`src/rtl/assert_macros.svh`:
```
// Assertion macros shared by the RTL files
`ifndef ASSERT_MACROS_SVH
`define ASSERT_MACROS_SVH

// Same-cycle implication, disabled while reset is asserted
`define ASSERT_IMPL(label, clk, rst_n, ante, cons) \
    label: assert property (@(posedge clk) disable iff (!rst_n) (ante) |-> (cons)) \
        else $error("assertion failed");

// Next-cycle implication, disabled while reset is asserted
`define ASSERT_NEXT(label, clk, rst_n, ante, cons) \
    label: assert property (@(posedge clk) disable iff (!rst_n) (ante) |=> (cons)) \
        else $error("assertion failed");

`endif

```
`src/rtl/umi_pkg.sv`:
```
// Types, constants and helper functions of the unicycle motion integrator
package umi_pkg;

    // datapath widths
    localparam int MUL_A_W = 34;
    localparam int MUL_B_W = 33;
    localparam int PROD_W  = MUL_A_W + MUL_B_W;
    localparam int NET_W   = 49;
    localparam int PART_W  = 58;
    localparam int ACC_W   = 50;
    localparam int SUM_W   = 51;
    localparam int CORD_W  = 34;
    localparam int ANGLE_W = 33;
    localparam int ATAN_IDX_W = 5;
    localparam int CFG_INDEX_W = 3;

    // CORDIC start vector, gain 0.60725293 in Q4.30
    localparam logic signed [CORD_W-1:0] CORDIC_GAIN = 34'sd652032874;

    typedef enum logic [CFG_INDEX_W-1:0] {
        CFG_INVERSE_MASS,
        CFG_COULOMB,
        CFG_VISCOUS,
        CFG_INIT_X,
        CFG_INIT_Y,
        CFG_INIT_HEADING
    } umi_cfg_index_t;

    typedef struct packed {
        logic [23:0]        inverse_mass;
        logic [30:0]        coulomb_friction;
        logic [30:0]        viscous_coefficient;
        logic signed [31:0] initial_x;
        logic signed [31:0] initial_y;
        logic [31:0]        initial_heading;
    } umi_cfg_t;

    typedef struct packed {
        logic               restart;
        logic [15:0]        delta_time;
        logic signed [31:0] drive_force;
        logic signed [31:0] turn_rate;
    } umi_item_t;

    // first field in the highest bits
    typedef struct packed {
        logic [31:0]        heading;
        logic signed [31:0] speed;
        logic signed [31:0] pos_y;
        logic signed [31:0] pos_x;
    } umi_result_t;

    typedef struct packed {
        logic               busy;
        logic signed [31:0] cos_val;
        logic signed [31:0] sin_val;
    } umi_trig_t;

    // arctangent of 2^-i in turns, 2^32 per turn
    function automatic logic [31:0] atan_turn(input logic [ATAN_IDX_W-1:0] idx);
        logic [31:0] r;
        case (idx)
            5'd0:    r = 32'h2000_0000;
            5'd1:    r = 32'h12E4_051E;
            5'd2:    r = 32'h09FB_385B;
            5'd3:    r = 32'h0511_11D4;
            5'd4:    r = 32'h028B_0D43;
            5'd5:    r = 32'h0145_D7E1;
            5'd6:    r = 32'h00A2_F61E;
            5'd7:    r = 32'h0051_7C55;
            5'd8:    r = 32'h0028_BE53;
            5'd9:    r = 32'h0014_5F2F;
            5'd10:   r = 32'h000A_2F98;
            5'd11:   r = 32'h0005_17CC;
            5'd12:   r = 32'h0002_8BE6;
            5'd13:   r = 32'h0001_45F3;
            5'd14:   r = 32'h0000_A2FA;
            5'd15:   r = 32'h0000_517D;
            5'd16:   r = 32'h0000_28BE;
            5'd17:   r = 32'h0000_145F;
            5'd18:   r = 32'h0000_0A30;
            5'd19:   r = 32'h0000_0518;
            5'd20:   r = 32'h0000_028C;
            5'd21:   r = 32'h0000_0146;
            5'd22:   r = 32'h0000_00A3;
            5'd23:   r = 32'h0000_0051;
            5'd24:   r = 32'h0000_0029;
            5'd25:   r = 32'h0000_0014;
            5'd26:   r = 32'h0000_000A;
            5'd27:   r = 32'h0000_0005;
            5'd28:   r = 32'h0000_0003;
            5'd29:   r = 32'h0000_0001;
            default: r = 32'h0000_0000;
        endcase
        return r;
    endfunction

    // clamp to the signed 32 bit range
    function automatic logic signed [31:0] sat32(input logic signed [SUM_W-1:0] v);
        logic signed [31:0] r;
        if ((&v[SUM_W-1:31]) || !(|v[SUM_W-1:31]))
            r = v[31:0];
        else if (v[SUM_W-1])
            r = 32'sh8000_0000;
        else
            r = 32'sh7FFF_FFFF;
        return r;
    endfunction

endpackage

```
`src/rtl/umi_cordic.sv`:
```
// Iterative rotation CORDIC: cosine and sine of a heading, one iteration per cycle
`include "assert_macros.svh"

module umi_cordic
    import umi_pkg::*;
#(
    parameter int ITERATIONS = 16
)
(
    input  logic        clk,
    input  logic        rst_n,
    input  logic        start,
    input  logic [31:0] angle,
    output umi_trig_t   trig
);

    localparam int ITER_W = $clog2(ITERATIONS);
    localparam logic [ITER_W-1:0] LAST = ITER_W'(ITERATIONS - 1);

    logic                     busy_reg;
    logic [ITER_W-1:0]        iter_reg;
    logic signed [CORD_W-1:0] x_reg;
    logic signed [CORD_W-1:0] y_reg;
    logic signed [ANGLE_W-1:0] z_reg;
    logic [1:0]               quad_reg;

    logic [31:0]               biased;
    logic [1:0]                quad_next;
    logic [31:0]               resid;
    logic signed [CORD_W-1:0]  x_shift;
    logic signed [CORD_W-1:0]  y_shift;
    logic signed [ANGLE_W-1:0] atan_s;
    logic signed [CORD_W-1:0]  x_neg;
    logic signed [CORD_W-1:0]  y_neg;

    assign biased    = angle + 32'h2000_0000;
    assign quad_next = biased[31:30];
    assign resid     = angle - {quad_next, 30'd0};

    // shared shifter and adders
    assign x_shift = x_reg >>> iter_reg;
    assign y_shift = y_reg >>> iter_reg;
    assign atan_s  = ANGLE_W'(atan_turn(ATAN_IDX_W'(iter_reg)));

    always_ff @(posedge clk or negedge rst_n)
    begin
        if (!rst_n)
        begin
            busy_reg <= 1'b0;
            iter_reg <= '0;
        end
        else if (start)
        begin
            busy_reg <= 1'b1;
            iter_reg <= '0;
        end
        else if (busy_reg)
        begin
            if (iter_reg == LAST)
                busy_reg <= 1'b0;
            else
                iter_reg <= iter_reg + 1'b1;
        end
    end

    always_ff @(posedge clk)
    begin
        if (start)
        begin
            x_reg    <= CORDIC_GAIN;
            y_reg    <= '0;
            z_reg    <= ANGLE_W'(signed'(resid));
            quad_reg <= quad_next;
        end
        else if (busy_reg)
        begin
            if (!z_reg[ANGLE_W-1])
            begin
                x_reg <= x_reg - y_shift;
                y_reg <= y_reg + x_shift;
                z_reg <= z_reg - atan_s;
            end
            else
            begin
                x_reg <= x_reg + y_shift;
                y_reg <= y_reg - x_shift;
                z_reg <= z_reg + atan_s;
            end
        end
    end

    // quadrant correction
    assign x_neg = -x_reg;
    assign y_neg = -y_reg;

    always_comb
    begin
        trig.busy = busy_reg;
        case (quad_reg)
            2'd0:
            begin
                trig.cos_val = x_reg[31:0];
                trig.sin_val = y_reg[31:0];
            end
            2'd1:
            begin
                trig.cos_val = y_neg[31:0];
                trig.sin_val = x_reg[31:0];
            end
            2'd2:
            begin
                trig.cos_val = x_neg[31:0];
                trig.sin_val = y_neg[31:0];
            end
            default:
            begin
                trig.cos_val = y_reg[31:0];
                trig.sin_val = x_neg[31:0];
            end
        endcase
    end

    `ASSERT_IMPL(a_start_when_idle, clk, rst_n, start, !busy_reg)
    `ASSERT_NEXT(a_start_loads, clk, rst_n, start, busy_reg && (iter_reg == '0))

endmodule

```
`config.mk`:
```
export PLATFORM = sky130hd
export DESIGN_NAME = umi_cordic
export DESIGN_NICKNAME = d
export VERILOG_FILES = /design/src/rtl/umi_pkg.sv /design/src/rtl/umi_cordic.sv
export VERILOG_INCLUDE_DIRS = /design/src /design/src/rtl
export SDC_FILE = /design/constraint.sdc
export NUM_CORES = 1
export LEC_CHECK = 0
export ABC_CLOCK_PERIOD_IN_PS = 7040
export BUFFER_PORTS_ARGS = -buffer_cell sky130_fd_sc_hd__buf_2
export CAP_MARGIN = 20
export CORE_ASPECT_RATIO = 0.5
export CORE_MARGIN = 8
export CORE_UTILIZATION = 58
export DETAILED_ROUTE_END_ITERATION = 16
export GPL_TIMING_DRIVEN = 1
export PLACE_DENSITY_LB_ADDON = 0.3
export SYNTH_ARGS = -nofsm -noshare
export SYNTH_HDL_FRONTEND = slang
export SYNTH_SLANG_ARGS = --single-unit
```
`constraint.sdc`:
```
create_clock -name clk -period 7.04 [get_ports clk]
set_clock_uncertainty 0.2 [all_clocks]
set_input_delay 0.704 -clock clk [delete_from_list [all_inputs] [get_ports clk]]
set_output_delay 0.704 -clock clk [all_outputs]
set_load 0.02 [all_outputs]
```
==> impl.org <==
** Floorplanning
- Number of ports placed on the die boundary :: 100
- Row count :: 45
- In this run the horizontal extent of the chip is 262 um.
- The core region is 0.0301 mm2.
- The die is between 100 and 150 um tall.
- Initial standard-cell utilization of the core :: 0.585
- The die covers about 0.036 mm2.

** CTS
- Clock tree synthesis inserted a total of 9 buffers.
- Clock latency at the later pin of the worst-skew pair :: roughly 0.39 ns
- TritonCTS clock tree :: built
- Clock sinks :: between 100 and 150
- The tree is rooted in a sky130_fd_sc_hd__clkbuf_16.
- Clock-pin slew was measured on the worst setup and hold paths at 0.08 ns.
- Number of buffers between clock root and the deepest sink :: 2
- Number of levels in the clock H-tree :: 3
- After clock tree synthesis, the setup repair step added 0 buffers.

** Final layout
- Once layout is done, the placed cells without fillers occupy 0.0186 mm2.
- Of the cells placed in the final design, the portion with a size suffix greater than 1 is 0.145.
- Relative to the synthesized area, the layout overhead comes to 5.85%.
- Multi-input combinational cell area :: 0.0141 mm2
- Total Nets Final :: 2,434
- Sequential cell area :: 0.00255 mm2
- Antenna diodes :: 0
- The finished layout holds about 2,700 standard cells, fillers aside.
- Number of filler instances in the final layout :: between 2,000 and 3,000

** Logic synthesis
- Number of enable flip-flop cells after synthesis :: 35
- Prevailing post-synth register cell :: sky130_fd_sc_hd__dfxtp_1
- Summing every instance area after synthesis gives 0.0176 mm2.
- Number of synthesized register bits :: 108
- A synthesized cell averages approximately 7.7 um2.
- Top cells by count, synth :: sky130_fd_sc_hd__nand2_1 (255), sky130_fd_sc_hd__nor2_1 (207), sky130_fd_sc_hd__a21oi_1 (206)
- Synthesis warning total :: 0
- The share of the Yosys chip area taken by registers is 0.144.
- Number of unique standard cell types used by synthesis :: 90
- Share of the synthesized area in the top cell type :: 0.0922
- By area the synthesized netlist is led by sky130_fd_sc_hd__mux4_2 (9.2%), sky130_fd_sc_hd__ha_1 (8.1%), sky130_fd_sc_hd__dfxtp_1 (7.7%).
- Synthesis produced a netlist with a net count of 2,441.
- Most frequent cell after synthesis :: sky130_fd_sc_hd__nand2_1
- Synthesized instance count :: 2,289
- Proportion of register bits with asynchronous set or reset after synthesis :: 0.0463
- Library cell with the largest summed area after synthesis :: sky130_fd_sc_hd__mux4_2

** STA
- Shortest period the worst path allows :: 6.49 ns
- Final period utilization :: 0.922
- The count of final hold-check violations was 0.
- Highest clock frequency the design can meet :: 154 MHz
- Setup repair after global routing left no endpoint under its margin.
- Worst-Margin Slew :: ~0.99 ns
- Total setup violations reported at the end of the flow :: 0
- Setup slack of the critical path after layout :: between 0.5 and 0.6 ns
- Total negative slack :: 0 ns
- Relative slew margins :: 0.337
- Max-slew violation total from the final report :: 0

** Setup path
- STA puts the critical path data required time at just over 7 ns.
- Startpoint of the worst-slack reg-to-reg timing path :: iter_reg[3]$_DFFE_PN0P_
- Maximum fanout encountered on the critical timing path :: 27
- STA classifies the critical path startpoint as a register.
- Across all register-to-register paths, the minimum setup slack is 0.55 ns.
- The worst setup path is of the register to register kind.
- R2R depth :: 19
- The endpoint identified for the worst register-to-register timing path is x_reg[33]$_SDFFE_PP0P_.
- Capturing element type of the critical path :: register
- Data on the critical path arrives at its endpoint at roughly 6.6 ns.

** GRT
- Pin count of the biggest net entering global routing :: 102
- In the global route stage, overall resource usage came out at 0.295.
- Vias in the first global route :: 15,900
- Total grt overflow :: 0
- Number of antenna violations at the first check in global routing :: 0
- Wire length of the first global-routing pass :: approximately 88,000 um

** Detailed routing
- After detailed routing, the total wire length is 56,400 um.
- In the final routed layout, each cell accounts on average for 21.0 um.
- In this run the remaining antenna-violating nets after routing total 0.
- Avg Vias per Cell :: 6.58
- For this block, the via count after detailed routing is 17,700.
- Post-detailed-route DRC marker count :: 0
- The first TritonRoute pass finished after 6 iterations.
- Number of DRC markers after the initial detailed-route iteration :: 2,329

** Placed design
- Summed over all nets, the half-perimeter wirelength after detailed placement is 42,500 um.
- At the placement stage, the worst setup path has a slack of 0.523 ns.
- Buffers placed on the I/O ports in this run total 99.
- Post-DP Area :: 0.0183 mm2
- Routability congestion estimate :: 1.01
- After detailed placement, the design holds a cell count of 2,669.

** Min path
- Worst min-delay path class :: input port to register
- Along the worst hold path, the cell count comes to 3.
- The worst hold path begins at angle[11].
- Worst hold path endpoint :: z_reg[11]$_DFFE_PP_

** Flow run
- Max-cap violations in this run came to 0.

** Outcome
- Result of the run :: completed
==> final cells by class <==
type,instances,area share
Clock buffer,10,0.0123
Timing Repair Buffer,164,0.0545
Multi-Input combinational cell,1951,0.757
Sequential cell,108,0.137
Clock inverter,6,0.00255
Tap cell,399,0.0268
Inverter,48,0.00988
==> placed cells by master, fill, tap and decap left out, types with 8 or more instances in the layout <==
cell type / n
sky130_fd_sc_hd__a211oi_1: 22
sky130_fd_sc_hd__a21o_1: 46
sky130_fd_sc_hd__a21oi_1: 206
sky130_fd_sc_hd__a22o_1: 9
sky130_fd_sc_hd__a22oi_1: 11
sky130_fd_sc_hd__a31oi_1: 41
sky130_fd_sc_hd__and2_1: 16
sky130_fd_sc_hd__and3_1: 24
sky130_fd_sc_hd__buf_2: 98
sky130_fd_sc_hd__buf_4: 63
sky130_fd_sc_hd__clkbuf_16: 9
sky130_fd_sc_hd__dfxtp_1: 68
sky130_fd_sc_hd__edfxtp_1: 35
sky130_fd_sc_hd__ha_1: 114
sky130_fd_sc_hd__inv_1: 42
sky130_fd_sc_hd__mux2_2: 44
sky130_fd_sc_hd__mux2i_1: 64
sky130_fd_sc_hd__mux4_2: 72
sky130_fd_sc_hd__nand2_1: 255
sky130_fd_sc_hd__nand2b_1: 32
sky130_fd_sc_hd__nand3_1: 44
sky130_fd_sc_hd__nand4_1: 12
sky130_fd_sc_hd__nor2_1: 207
sky130_fd_sc_hd__nor2b_1: 27
sky130_fd_sc_hd__nor3_1: 47
sky130_fd_sc_hd__nor3b_1: 12
sky130_fd_sc_hd__nor4_1: 8
sky130_fd_sc_hd__o211ai_1: 19
sky130_fd_sc_hd__o21a_1: 30
sky130_fd_sc_hd__o21ai_0: 152
sky130_fd_sc_hd__o21bai_1: 9
sky130_fd_sc_hd__o22ai_1: 13
sky130_fd_sc_hd__o31ai_1: 24
sky130_fd_sc_hd__or3_1: 19
sky130_fd_sc_hd__xnor2_1: 155
sky130_fd_sc_hd__xor2_1: 90
==> kinds of logic (layout without fill, tap and decap cells) <==
group,count (synthesis),in the layout,share of synthesized area
and+or+nand+nor,742,742,0.197
AOI/OAI and AO/OA,663,663,0.236
xor gates and xnor gates,245,245,0.122
buffers and inverters,230,228,0.0549
muxes,184,184,0.161
adders and majority gates,117,117,0.0845
DFF,108,108,0.144
==> through the flow <==
step	util	hold slack [ns]
floorplan	-	0.208
global placement	0.609	0.330
detailed placement	0.609	0.333
CTS	0.619	0.374
global route	0.619	0.389
finish	0.619	0.391
==> per-layer routing <==
metal | vias to the layer above | global-route usage | wire (um)
met4 | 0 | 0.106 | 1960
met2 | 991 | 0.444 | 23800
met3 | 161 | 0.0958 | 6980
met1 | 8199 | 0.392 | 23700
li1 | 8336 | - | -
met5 | - | 0 | 0
==> worst max-delay path by stage <==
| stage | from | endpoint | cells after the start |
|---|---|---|---|
| 2_1_floorplan | iter_reg[0]$_DFFE_PN0P_ | z_reg[31]$_DFFE_PP_ | 28 |
| 3_3_place_gp | iter_reg[3]$_DFFE_PN0P_ | x_reg[33]$_SDFFE_PP0P_ | 21 |
| 3_5_place_dp | iter_reg[3]$_DFFE_PN0P_ | x_reg[33]$_SDFFE_PP0P_ | 19 |
| 4_1_cts | iter_reg[3]$_DFFE_PN0P_ | x_reg[33]$_SDFFE_PP0P_ | 19 |
| 5_1_grt | iter_reg[1]$_DFFE_PN0P_ | z_reg[32]$_DFFE_PP_ | 22 |
| 6_report | iter_reg[3]$_DFFE_PN0P_ | x_reg[33]$_SDFFE_PP0P_ | 19 |
==> critical path, stage by stage, from the launching register on <==
cell and delay, ns:
sky130_fd_sc_hd__dfrtp_4 0.67, sky130_fd_sc_hd__mux2_2 0.43, sky130_fd_sc_hd__mux4_2 0.51, sky130_fd_sc_hd__a222oi_1 0.48, sky130_fd_sc_hd__nand2b_1 0.19, sky130_fd_sc_hd__or4b_4 0.55, sky130_fd_sc_hd__nor3_1 0.41, sky130_fd_sc_hd__a21oi_1 0.14
sky130_fd_sc_hd__xnor2_1 0.16, sky130_fd_sc_hd__ha_1 0.38, sky130_fd_sc_hd__and3_1 0.23, sky130_fd_sc_hd__and3_1 0.19, sky130_fd_sc_hd__nand3_1 0.15, sky130_fd_sc_hd__o41ai_2 0.51, sky130_fd_sc_hd__o21ai_0 0.23, sky130_fd_sc_hd__a21oi_1 0.22
sky130_fd_sc_hd__or3_1 0.15, sky130_fd_sc_hd__a21oi_1 0.06, sky130_fd_sc_hd__mux2i_1 0.18, sky130_fd_sc_hd__mux2_1 0.33
==> repair_timing <==
action	in CTS	in global routing
hold buffers	1	0
resized for setup	0	2
hold endpoints to repair	5	0
setup endpoints to repair	0	2
Power is not shown: default switching activity piles up to over one toggle a cycle in this logic, so the estimate is an artifact.
